`src/rtl/core/mlfq_ram.sv`:
```
// Generic single write port, single read port RAM with registered read data.
// Stand-alone; no package needed.
module mlfq_ram #(
    parameter int WIDTH = 8,
    parameter int DEPTH = 64
) (
    input  logic                     i_clk,
    input  logic                     i_we,
    input  logic [$clog2(DEPTH)-1:0] i_waddr,
    input  logic [WIDTH-1:0]         i_wdata,
    input  logic [$clog2(DEPTH)-1:0] i_raddr,
    output logic [WIDTH-1:0]         o_rdata
);

    logic [WIDTH-1:0] r_mem [DEPTH];
    logic [WIDTH-1:0] r_rdata;

    always_ff @(posedge i_clk) begin
        if (i_we) begin
            r_mem[i_waddr] <= i_wdata;
        end
        r_rdata <= r_mem[i_raddr];
    end

    assign o_rdata = r_rdata;

endmodule

```
`config.mk`:
```
export PLATFORM = sky130hd
export DESIGN_NAME = mlfq_ram
export DESIGN_NICKNAME = d
export VERILOG_FILES = /design/src/rtl/core/mlfq_ram.sv
export SDC_FILE = /design/constraint.sdc
export NUM_CORES = 1
export LEC_CHECK = 0
export BUFFER_PORTS_ARGS = -buffer_cell sky130_fd_sc_hd__buf_2
export CAP_MARGIN = 20
export CORE_MARGIN = 5
export CORE_UTILIZATION = 55
export CTS_BUF_LIST = sky130_fd_sc_hd__clkbuf_8
export CTS_CLUSTER_DIAMETER = 30
export DETAILED_ROUTE_END_ITERATION = 8
export GPL_TIMING_DRIVEN = 0
export PLACE_DENSITY = 0.71
export REMOVE_ABC_BUFFERS = 1
export SLEW_MARGIN = 5
export SYNTH_ARGS = -nofsm -noshare
export SYNTH_HDL_FRONTEND = slang
export SYNTH_SLANG_ARGS = --single-unit
```
`constraint.sdc`:
```
create_clock -name i_clk -period 4.9 [get_ports i_clk]
set_input_delay 0.735 -clock i_clk [delete_from_list [all_inputs] [get_ports i_clk]]
set_output_delay 0.735 -clock i_clk [all_outputs]
set_load 0.01 [all_outputs]
```
# ---- Word-level counts from Yosys, hierarchy flattened
# Memory sizes are Yosys's and may differ from the RTL's. A register that Yosys moved wholly into a read port is not among the register bits.
# Cells that the tools add are included.
dict set report totals {
  output_inout_bits 8
  in_bits 22
  regBits 0
  memories 1
  ramBits 512
  word_cells 3
}
# name words word_bits read_ports rd_clocked_by_memory_dff write_ports line
set mem_list {}
lappend mem_list {r_mem 64 8 1 1 1 15} ;# logic [WIDTH-1:0] r_mem [DEPTH];
dict set report classes {
  mux 2
}
# cell n
set ops {}
lappend ops {{1-bit 2-to-1 mux} 2}

# ---- Depth between registers and ports, before layout
dict set report depth {
  depth_word 2
  mapped_depth 9
  mapped_depth_nobuf 5
}

# ---- Worst setup path after synthesis
# No wires, ideal clock.
dict set report synth_timing {
  path_type {input to register}
  start {in i_raddr[1]}
  end {reg r_rdata[3], in the netlist o_rdata[3], read port of r_mem}
  t_required_ps 4772
  setup_slack_ps 2497
  setup_time_ps 128
  cell_stages 7
  path_buffers 3
  arrival_time_ps 2275
  path_cell_list {buf_4 > buf_2 > buf_2 > mux4_2 > mux4_2 > o21ai_1 > o41ai_1}
}
# item line
set synth_lines {}
lappend synth_lines {{from (decl)} 11} ;# input logic [$clog2(DEPTH)-1:0] i_raddr,
lappend synth_lines {{to (decl)} 16} ;# logic [WIDTH-1:0] r_rdata;

==> impl_results.md <==
* Status: finished, final reports clean
* Critical Path AT at 3610 ps
* Root buffer cell: clkbuf_8
* Mapped Area at 20170 sq um
* Max Cap Violations at 0
* Antenna violations before repair at 1
* CTS clk-pin slew, worst paths at 60 ps
* Max-slew headroom at 33.12%
* FF/Latch Area at 15530 sq um
* CP Launch Type: input port
* Main area contributors after synthesis: edfxtp_1, mux4_2, nor2_1
* Synth top area share at roughly 76%
* Actual slew at the worst max-slew pin at 999.4 ps
* Top_reg_cell synth: edfxtp_1
* GPL Wtd Cong at roughly 0.76
* Peak VDD IR at between 0.4 and 0.5 mV
* Starting Density at 55.35%
* Fin Hold WS at 519.3 ps
* CTS Hold Bufs at 0
* Post_cts resized at 0
* CTS tree: yes
* Async set-reset flop share out of synthesis at 0%
* HPWL after DPL at 23950 um
* Detail Route Antenna Nets at 0
* CP peak stage delay at 620 ps
* Highest Clock Rate at 317.6 MHz
* CP Max Fanout at 70
* Synth cell types at 40
* Lkg Pwr at 7.401 nW
* Setup CP Type: input port to flop
* Skew-Pair Late Insertion Delay at about 630 ps
* # IOs at 30
* Post-Route WL at ~42000 um
* Number of global-route vias before repair at 10130
* Total congestion overflow at 0
* CTS H-tree lvls at 3
* Mean cell area of the mapped netlist at 21.45 sq um
* Post-CTS Setup Bufs at 0
* Sequential area share after synthesis at roughly 77%
* Final worst path period share at 64.26%
* Fillers at approximately 2400
* RSZ-0062 raised after global routing: no
* EDFF count, synth at 512
* Share of cells above drive strength 1 at 30.28%
* GRT Util Overall at a little over a fifth
* Cell at the slowest stage of the critical path: mux4_2
* Setup crit end kind: flop
* CTS Sinks at 520
* # port buffers at 29
* # rows at 70
* # diodes at 0
* Final setup vio count at 0
* Largest net degree at the start of global routing at 71
* Vias per std cell at 6.132
* Area Growth Syn to Fin at 14.76%
* Most used cell, CP: mux4_2
* HP Class: input port to flop
* #FFs+latches synth at 520
* Avg WL per Cell at 26.81 um
* Clk buf depth at 3
* Top post-synthesis cells by count: edfxtp_1, mux4_2, nor2_1
* Crit-path cells: buf_8 > buf_16 > mux4_2 > mux4_2 > o21ai_0 > nand2_1
* Core area at 36430 sq um
* Min Clock Period, post-route at 3149 ps
* Die W at 201.5 um
* Drt drc at 0
* Most common cell in the netlist: edfxtp_1
* Fin nets at 1055
* Hold Vio Cnt, Final at 0
* Router iterations before antenna repair at 5
* Die area at ~41000 sq um
* Die height at roughly 200 um
* TritonCTS Buffers at 99
* Yosys warns at 0
* Final slew viol count at 0
* Worst Skew at 23.83 ps
* First-pass GRT wire length at 63700 um
* Vias post-DR at 9694
* Mapped Cells at 940
* Area occupied by multi-input gates at 4315 sq um
* Initial DRC Count at 999
* Final Total Pwr at 10.11 mW
* Largest area contributor in the netlist: edfxtp_1
* PD cells at 436.8 nW/um^2
* Req. time, crit path at 5360 ps
## logic make-up after synthesis
logic type | count (synthesis) | synth area share, %
AOI/OAI and AO/OA | 54 | 2.072
buffers and inverters | 51 | 1.570
DFF | 520 | 77.03
muxes | 162 | 15.94
and+or+nand+nor | 153 | 3.387
## metrics by stage
stage	TNS [ps]	instances	util, %	instance area [sq um]	setup WS, ps
2_1_floorplan	0	889	-	19850	2804
3_3_place_gp	-11610	1386	56.49	20580	-1602
3_5_place_dp	0	1392	56.86	20720	1111
4_1_cts	0	1573	63.06	22980	1748
5_1_grt	0	1581	63.52	23140	1550
6_report	0	1581	63.52	23140	1751
## final timing paths
| check | startpoint | to | slack (ps) | cells past startpoint |
|---|---|---|---|---|
| setup / recovery | i_raddr[0] | o_rdata[7]$_DFF_P_ | 1750 | 6 |
| hold / removal | i_wdata[0] | r_mem[12][0]$_DFFE_PP_ | 520 | 1 |
| setup reg to reg | r_mem[29][6]$_DFFE_PP_ | o_rdata[6]$_DFF_P_ | 2650 | 5 |
| hold reg to reg | r_mem[27][6]$_DFFE_PP_ | o_rdata[6]$_DFF_P_ | 860 | 3 |
## worst max-delay path, delay by kind of cell
kind	cells	cell delay [ps]
multiplexers	2	1120
buffers and inverters	2	950
AND/OR/NAND/NOR	1	210
AO/OA/AOI/OAI	1	410
## cell usage in the layout (no fill, tap or decap), types with 3 or more instances in the layout
cell type	count
nor2_1	83
bufinv_16	16
a22oi_1	3
mux4_2	126
mux2i_1	23
buf_12	8
buf_16	4
a211oi_1	4
clkinv_2	13
buf_2	26
inv_1	20
a21oi_1	3
nor3_1	7
o2111ai_1	3
clkinvlp_4	11
nand2b_1	7
o22ai_1	8
nand3_1	13
buf_4	3
o2bb2ai_1	3
nand2_1	19
dfxtp_1	8
nor2b_1	14
clkbuf_8	107
mux2_2	13
edfxtp_1	512
nand3b_1	3
o221ai_1	8
clkinv_4	5
clkinv_1	8
a221oi_1	6
## flip-flops by register name (all words and copies together) (netlist names)
| name | flops |
|---|---|
| r_mem | 512 |
| o_rdata | 8 |
## final cells by class
cell class | count | share of cell area, %
multi-input cells | 369 | 18.65
well taps | 468 | 2.530
repair buffers | 43 | 1.941
flip-flops and latches | 520 | 67.12
clock inverters | 74 | 3.395
clock buffers | 107 | 6.363
## power by group
| part | switching, mW | leakage (nW) | internal, mW | total [mW] |
|---|---|---|---|---|
| Sequential | 0.0126 | 4.67 | 4.93 | 4.94 |
| Clock | 1.83 | 1.19 | 2.89 | 4.72 |
| Combinational | 0.279 | 1.54 | 0.178 | 0.457 |
| Total | 2.12 | 7.40 | 7.99 | 10.1 |
## routing by layer
metal	wire [um]	global-route usage (%)	up-vias
li1	-	-	4157
met1	17220	29.97	5038
met2	20700	32.85	426
met3	3429	5.721	71
met4	1032	7.153	2
met5	10	0	-
Power figures use the tool's default switching activity.
