===== config.mk =====
export PLATFORM = sky130hd
export DESIGN_NAME = mlfq_level
export DESIGN_NICKNAME = d
export VERILOG_FILES = /design/src/rtl/core/mlfq_pkg.sv /design/src/rtl/core/mlfq_cell.sv /design/src/rtl/core/mlfq_level.sv
export SDC_FILE = /design/constraint.sdc
export NUM_CORES = 1
export LEC_CHECK = 0
export BUFFER_PORTS_ARGS = -buffer_cell sky130_fd_sc_hd__buf_2
export CAP_MARGIN = 20
export CORE_UTILIZATION = 57
export CTS_CLUSTER_DIAMETER = 120
export DETAILED_ROUTE_END_ITERATION = 8
export GPL_TIMING_DRIVEN = 0
export PLACE_DENSITY_LB_ADDON = 0.2
export SYNTH_ARGS = -nofsm -noshare
export SYNTH_HDL_FRONTEND = slang
export SYNTH_SLANG_ARGS = --single-unit

===== constraint.sdc =====
create_clock -name i_clk -period 2.7 [get_ports i_clk]
set_input_delay 0.405 -clock i_clk [delete_from_list [all_inputs] [get_ports i_clk]]
set_output_delay 0.405 -clock i_clk [all_outputs]
set_load 0.02 [all_outputs]

===== src/rtl/core/mlfq_pkg.sv =====
// Shared types and constants of the multilevel feedback queue scheduler.
// Used by the level rows, the top level and both checkers; depends on nothing.
package mlfq_pkg;

    localparam int NUM_TASKS_DEF  = 64;
    localparam int NUM_LEVELS_DEF = 5;
    localparam logic [15:0] AGE_LIMIT_RST = 16'd30;

    // Widest task id that any legal NUM_TASKS (up to 256) needs.
    localparam int ID_MAX_W = 8;

    typedef enum logic [2:0] {
        ST_DONE     = 3'd0,
        ST_DUP      = 3'd1,
        ST_NOTFOUND = 3'd2,
        ST_EMPTY    = 3'd3,
        ST_FULL     = 3'd4
    } t_status;

    typedef enum logic [1:0] {
        MD_ADMIT   = 2'd0,
        MD_REQUEUE = 2'd1,
        MD_REMOVE  = 2'd2,
        MD_SCHED   = 2'd3
    } t_mode;

    // Per-cycle operation on one level row.
    typedef enum logic [1:0] {
        LOP_NONE   = 2'd0,
        LOP_KEEP   = 2'd1,
        LOP_DROP   = 2'd2,
        LOP_APPEND = 2'd3
    } t_lvl_op;

    typedef struct packed {
        t_lvl_op             op;
        logic [ID_MAX_W-1:0] id;
    } t_lvl_cmd;

    typedef enum logic [3:0] {
        S_IDLE,
        S_TLRD,
        S_TL,
        S_DUP,
        S_REM,
        S_SCAN_RD,
        S_SCAN_AGE,
        S_POP,
        S_OUT
    } t_state;

endpackage


===== src/rtl/core/mlfq_cell.sv =====
// One FIFO slot of a level row: holds a task id, takes its neighbor's id on a
// shift, or a new id on a load. No package needed.
module mlfq_cell #(
    parameter int IDW = 6
) (
    input  logic           i_clk,
    input  logic           i_shift,
    input  logic           i_load,
    input  logic [IDW-1:0] i_load_id,
    input  logic [IDW-1:0] i_next_id,
    output logic [IDW-1:0] o_id
);

    logic [IDW-1:0] r_id;
    logic [IDW-1:0] n_id;

    always_comb begin
        n_id = r_id;
        if (i_load) begin
            n_id = i_load_id;
        end else if (i_shift) begin
            n_id = i_next_id;
        end
    end

    always_ff @(posedge i_clk) begin
        r_id <= n_id;
    end

    assign o_id = r_id;

endmodule


===== src/rtl/core/mlfq_level.sv =====
// One priority level: a row of mlfq_cell slots forming a FIFO with a count.
// Depends on mlfq_pkg (command struct) and mlfq_cell.
module mlfq_level #(
    parameter int NUM_TASKS = mlfq_pkg::NUM_TASKS_DEF,
    parameter int IDW       = $clog2(NUM_TASKS),
    parameter int CNTW      = $clog2(NUM_TASKS + 1)
) (
    input  logic              i_clk,
    input  logic              i_rst_n,
    input  mlfq_pkg::t_lvl_cmd i_cmd,
    output logic [IDW-1:0]    o_head,
    output logic [CNTW-1:0]   o_cnt
);

    logic [IDW-1:0]  ids [NUM_TASKS];
    logic [CNTW-1:0] r_cnt;
    logic [CNTW-1:0] n_cnt;
    logic [CNTW-1:0] last;
    logic            shift;
    logic [IDW-1:0]  load_id;

    // Keep rotates the head to the tail, drop pops it, append adds at the tail.
    assign shift   = (i_cmd.op == mlfq_pkg::LOP_KEEP) || (i_cmd.op == mlfq_pkg::LOP_DROP);
    assign last    = r_cnt - CNTW'(1);
    assign load_id = (i_cmd.op == mlfq_pkg::LOP_KEEP) ? ids[0] : IDW'(i_cmd.id);

    for (genvar k = 0; k < NUM_TASKS; k++) begin : g_cell
        logic ld;
        assign ld = ((i_cmd.op == mlfq_pkg::LOP_KEEP) && (last == CNTW'(k))) ||
                    ((i_cmd.op == mlfq_pkg::LOP_APPEND) && (r_cnt == CNTW'(k)));
        mlfq_cell #(.IDW(IDW)) u_cell (
            .i_clk     (i_clk),
            .i_shift   (shift),
            .i_load    (ld),
            .i_load_id (load_id),
            .i_next_id ((k == NUM_TASKS - 1) ? ids[k] : ids[(k + 1) % NUM_TASKS]),
            .o_id      (ids[k])
        );
    end

    always_comb begin
        n_cnt = r_cnt;
        case (i_cmd.op)
            mlfq_pkg::LOP_DROP:   n_cnt = r_cnt - CNTW'(1);
            mlfq_pkg::LOP_APPEND: n_cnt = r_cnt + CNTW'(1);
            default:              n_cnt = r_cnt;
        endcase
    end

    always_ff @(posedge i_clk) begin
        if (!i_rst_n) begin
            r_cnt <= '0;
        end else begin
            r_cnt <= n_cnt;
        end
    end

    assign o_head = ids[0];
    assign o_cnt  = r_cnt;

endmodule


Word-level counts from Yosys, hierarchy flattened:

Index checks and enable logic that the tools add are counted.

* register bits: 391
* bits of input ports: 12

* add/sub/neg operators: 2
* equality and inequality tests: 129
* muxes and demuxes: 128
* reductions and logical operators: 259

Operators by type and width (number)
* 2-to-1 mux 6 bit: 127
* == test 7 x 6 -> 1 bit (second input constant): 64
* == test 7 x 5 -> 1 bit (second input constant): 32
* logical AND 1 bit: 128
* nonzero test 2 bit: 64
* == test 7 x 4 -> 1 bit (second input constant): 16
* logical OR 1 bit: 65
* == test 7 x 3 -> 1 bit (second input constant): 8
* == test 7 x 2 -> 1 bit (second input constant): 4
* == test 7 x 1 -> 1 bit (second input constant): 2
* logical NOT 7 bit: 2
* case mux 7 bit (2 select lines): 1
* adder 7 x 1 -> 7 bit (second input constant): 1
* subtractor 7 x 1 -> 7 bit (second input constant): 1
* == test 2 bit (second input constant): 2
* == test 2 x 1 -> 1 bit (second input constant): 1

Logic depth before layout (Yosys ltp):

* depth after elaboration: 5
* mapped depth: 11

Hierarchy:

A second synthesis with hierarchy kept.

* cells, all modules: 1137
* area total of the unflattened synthesis: 20113.0 um^2

By module, submodules not included
* mlfq_cell: times used 64, cells each 14, area an instance 287.8 um^2
* mlfq_level: times used 1, cells each 241, area an instance 1695.4 um^2

Worst setup path after synthesis:

OpenSTA, ideal clock, no wires.

* kind: register to register
* start: register r_cnt[1], in the netlist o_cnt[1]
* end: register g_cell[33].u_cell.r_id[0], data pin
* arrival: 2.759 ns
* required time: 2.440 ns
* slack: -0.319 ns
* stages on the path, launching flop included: 9
* period minus slack after synthesis: 3.019 ns
* path through: dfxtp_1 inv_1 ha_1 clkbuf_1 o21bai_1 a2111o_1 a21o_1 o21ai_1 mux2_2

* word-level cells in the longest chain between the ends: 5
* elaborated cells between the ends (all ways): 7

Ends and longest elaborated chain
* start: declaration: line mlfq_level.sv:16 `logic [CNTW-1:0] r_cnt;`
* start signal: assignment: line mlfq_level.sv:54 `r_cnt <= n_cnt;`
* subtractor 7 x 1 -> 7 bit: line mlfq_level.sv:24 `assign last = r_cnt - CNTW'(1);`
* == test 7 x 6 -> 1 bit: line mlfq_level.sv:29 `assign ld = ((i_cmd.op == mlfq_pkg::LOP_KEEP) && (last == CNTW'(k))) ||`
* logical AND 1 bit: line mlfq_level.sv:29
* logical OR 1 bit (*): line mlfq_level.sv:29
* 2-to-1 mux 6 bit (*): line mlfq_cell.sv:19 `if (i_load) begin`
* via g_cell[33].u_cell.n_id[0]: line mlfq_cell.sv:15 `logic [IDW-1:0] n_id;`
* end signal: assignment: line mlfq_cell.sv:27 `r_id <= n_id;`
* end: declaration: line mlfq_cell.sv:14 `logic [IDW-1:0] r_id;`

The timed path passes the listed nets; every way through them passes the cells marked *.
A chain may end at the register's enable or synchronous reset.

Worst setup path after layout:

* start: register r_cnt[0], in the netlist o_cnt[0]
* end: register g_cell[51].u_cell.r_id[0], data pin

* word-level cells in the longest chain between the ends: 5
* elaborated cells between the ends (all ways): 7

Ends and longest elaborated chain (line)
* subtractor 7 x 1 -> 7 bit: mlfq_level.sv:24
* == test 7 x 6 -> 1 bit: mlfq_level.sv:29
* logical AND 1 bit: mlfq_level.sv:29
* logical OR 1 bit (*): mlfq_level.sv:29
* 2-to-1 mux 6 bit (*): mlfq_cell.sv:19
* via g_cell[51].u_cell.n_id[0]: mlfq_cell.sv:15
* end signal: assignment: mlfq_cell.sv:27
* end: declaration: mlfq_cell.sv:14

Marks and branches as above.

==> flow_metrics.py <==
metrics = {
    "route": {
        "drt-initial-drc-count": 1186,
        "vias_per_cell": 6.318,
        "postRouteWirelength_mm": 44.58,
        "first_pass_iters": 7,
        "postRouteAntennaNets": 0,
        "vias": 10720,
        "wl_per_cell_um": 26.29,
        "drc": 0,
    },
    "clock_tree": {
        "clock-sinks": 391,
        "clk_pin_slew_ns": 0.06,
        "cts_buffers": 40,
        "cts_root_buffer": "clkbuf_16",
        "cts_tree": "built",
        "clock_latency_ns": 0.54,
        "h-tree-depth": 2,
        "postCtsHoldBufs": 0,
        "clockBufferDepth": 3,
    },
    "power_and_ir_drop": {
        "netSwitchingPower_mw": 3.960,
        "clkPwrFrac_pct": 34.1,
        "power.density_nw_per_um2": 708.9,
        "power_mw": 15.59,
        "p_comb_share_pct": 15.8,
        "p_int_mw": 11.63,
        "seqPwrFrac_pct": 50.1,
        "p_sw_share_pct": 25.41,
        "leakagePower_nw": 7.650,
        "ir_worst_vdd_mv": 0.6499,
    },
    "timing": {
        "timing.final.ws_setup_ns": -0.07782,
        "post-route-period-util_pct": 102.9,
        "fmax_mhz": 360.0,
        "slew_violations": 0,
        "min_period_ns": 2.778,
        "max_slew_margin_pct": 38.94,
        "hold_viol_final": 0,
        "finClkSkew_ns": 0.01348,
        "worstMarginPinSlew_ns": 0.9160,
        "rsz0062_at_grt": "true",
        "setup_viol": 49,
    },
    "cells_and_area": {
        "finalNonFillerCells": 1696,
        "final_nets": 1285,
        "design_area_um2": 21990,
        "syn_to_final_growth_pct": 19.62,
        "fillers": 2047,
        "drive_above_1_share_pct": 51.20,
    },
    "setup_path": {
        "required_ns": 2.99,
        "path_class": "reg -> reg",
        "crit_fanout": 7,
        "arrival_ns": 3.07,
        "worstSetupEndpoint": "g_cell[51].u_cell.o_id[0]$_DFFE_PP_",
        "reg2reg_from": "o_cnt[0]$_SDFFE_PN0P_",
        "ff2ff_path_depth": 7,
        "critPathLaunchType": "flop",
        "r2r_slack_ns": -0.08,
        "r2r_end": "g_cell[51].u_cell.o_id[0]$_DFFE_PP_",
        "setup.worst_path.end_class": "flop",
        "cp-startpoint": "o_cnt[0]$_SDFFE_PN0P_",
    },
    "logic_synthesis": {
        "synthTopCellsByArea": "edfxtp_1, mux2_2, nand2_1",
        "netlist_area_um2": 18380,
        "synth_area_per_cell_um2": 15.92,
        "ys_ff_latch": 391,
        "synthDominantCellAreaShare_pct": 62.73,
        "syn_inst": 1155,
        "yosys_warnings": 0,
        "ys_types": 59,
        "yosys.area.top_type": "edfxtp_1",
        "async_flop_share_pct": 0,
        "synth_flop_cell": "edfxtp_1",
        "synth_edf_count": 384,
        "synth_nets": 1176,
        "ys_seq_area_share_pct": 63.49,
    },
    "status": {
        "outcome": "finished with violations",
        "violations": "negative setup slack",
    },
    "die": {
        "ioPinCount": 25,
        "die_area_um2": 32970,
        "start_util_pct": 58.11,
        "design.core.area_um2": 31640,
        "die_height_um": 181.6,
        "die_w_um": 181.6,
        "fp-row-count": 65,
    },
    "placed_design": {
        "dp_slack_ns": -0.7306,
        "hpwl_mm": 28.98,
        "io_buffers": 22,
        "routabilityCongestion": 0.9870,
        "dpl_cell_area_um2": 19140,
        "dp.cells": 1579,
    },
    "worst_hold_path": {
        "min_path_type": "in -> reg",
        "hold_depth": 2,
    },
    "grt": {
        "grt_pass1_wl_mm": 65.60,
        "grt_use_total_pct": 27.00,
        "grt_pass1_vias": 10680,
        "grt_overflow": 0,
        "grt_max_degree": 15,
        "antenna_found_initial": 2,
    },
    "run": {
        "cap_violations": 0,
    },
}
through the flow:
step | TNS (ns) | util, % | hold slack, ns
finish | -1.863 | 69.50 | 0.1801
global route | -5.767 | 69.50 | 0.1695
CTS | -0.2146 | 67.30 | 0.1677
detailed placement | -361.39 | 60.49 | 0.5305
global placement | -348.34 | 60.49 | 0.5248
floorplan | -25.66 | - | 0.5013
worst max-delay path, stage by stage (launching register included):
cell and delay [ns]:
dfxtp_4 0.37, or4_4 0.62, or3_1 0.38, buf_6 0.17, a211o_1 0.31, o22ai_4 0.22
buf_12 0.17, mux2_4 0.30
how the worst min path moves through the flow:
| stage | from | end |
|---|---|---|
| detailed placement | g_cell[13].u_cell.o_id[2]$_DFFE_PP_ | g_cell[12].u_cell.o_id[2]$_DFFE_PP_ |
| global route | i_rst_n | o_cnt[5]$_SDFFE_PN0P_ |
| CTS | i_rst_n | o_cnt[5]$_SDFFE_PN0P_ |
| global placement | g_cell[26].u_cell.o_id[5]$_DFFE_PP_ | g_cell[25].u_cell.o_id[5]$_DFFE_PP_ |
| floorplan | g_cell[51].u_cell.o_id[1]$_DFFE_PP_ | g_cell[50].u_cell.o_id[1]$_DFFE_PP_ |
| finish | i_rst_n | o_cnt[5]$_SDFFE_PN0P_ |
power groups by stage:
stage	Clock [mW]	Sequential (mW)	Combinational, mW
floorplan	0	7.84	1.41
global placement	0	7.89	1.96
detailed placement	0	7.91	2.01
CTS	5.38	7.80	2.24
global route	5.64	7.86	2.60
finish	5.32	7.81	2.46
flip-flops by register name, summed over array words and instances (netlist names):
name and cells:
o_cnt 7, g_cell.u_cell.o_id 384
what timing repair did:
action	CTS	global route
pin swaps	32	31
resized for setup	109	103
cloned	0	1
buffers inserted	31	20
setup endpoints to repair	762	632
synthesized netlist by cell type, drive strengths merged, types with 2 or more instances:
| master | number |
|---|---|
| mux2 | 385 |
| edfxtp | 384 |
| nand2 | 67 |
| clkbuf | 59 |
| nor2 | 50 |
| a21oi | 31 |
| or2 | 25 |
| a31oi | 15 |
| buf | 14 |
| o22ai | 13 |
| ha | 9 |
| inv | 9 |
| o2bb2ai | 9 |
| nor2b | 8 |
| dfxtp | 7 |
| nor4 | 7 |
| a211oi | 5 |
| a21o | 5 |
| and2 | 5 |
| o21ai | 5 |
| nand3 | 4 |
| nor3 | 4 |
| and3 | 3 |
| o21a | 3 |
| xnor2 | 3 |
| a211o | 2 |
| a22o | 2 |
| a32o | 2 |
| o211ai | 2 |
| o21bai | 2 |
| o31ai | 2 |
| or4 | 2 |
| xor2 | 2 |
metal layers:
metal  part of all wire, %  wire length (um)  up-vias  global-route usage, %
li1                      -                 -     4679                      -
met1                    43             19290     5511                  38.65
met2                    47             20860      430                  42.49
met3                   6.9              3060       95                  4.312
met4                   3.1              1379        0                  8.644
met5                     0                 0        -                      0
logic make-up (layout without fill, tap and decap cells):
group / after synthesis / in the layout / synth area share, %
adders and majority gates: 9 / 9 / 0.6126
xor gates and xnor gates: 5 / 5 / 0.2383
other: 0 / 1 / 0
and+or+nand+nor: 179 / 179 / 4.826
DFF: 391 / 391 / 63.49
muxes: 385 / 385 / 23.58
buffers and inverters: 82 / 220 / 1.797
AOI/OAI and AO/OA: 104 / 104 / 5.452
placed cells by master, fill, tap and decap left out, types with 3 or more instances in the layout:
cell	n
o22ai_4	13
ha_1	8
o2bb2ai_2	3
clkbuf_4	5
clkbuf_1	60
nand3_1	4
buf_2	26
nand2_1	61
a31oi_4	14
nor4_4	4
mux2_2	316
clkbuf_16	42
buf_12	23
and2_1	4
inv_1	7
mux2_4	69
a21oi_1	6
bufinv_16	3
clkinv_1	5
xnor2_1	3
a21o_4	4
nor2_1	45
o21ai_0	3
nor2b_1	8
a211oi_4	3
nand2_2	5
buf_6	8
edfxtp_1	384
nor2_2	3
buf_4	25
a21oi_4	23
or2_2	19
dfxtp_1	3
or2_4	6
clkinv_2	7
and3_1	3
o2bb2ai_4	6
area by class of cell:
class	instances	area (um^2)	area share, %
sequential	391	11680	53.12
clock buffer	54	1075	4.888
antenna	1	2.502	0.01138
clock inverter	17	161.4	0.7340
tap	402	503.0	2.287
buffer	66	336.6	1.531
multi-input combinational	682	7366	33.50
timing repair buffer	74	824.5	3.750
inverter	9	38.79	0.1764
Power figures use the tool's default switching activity.
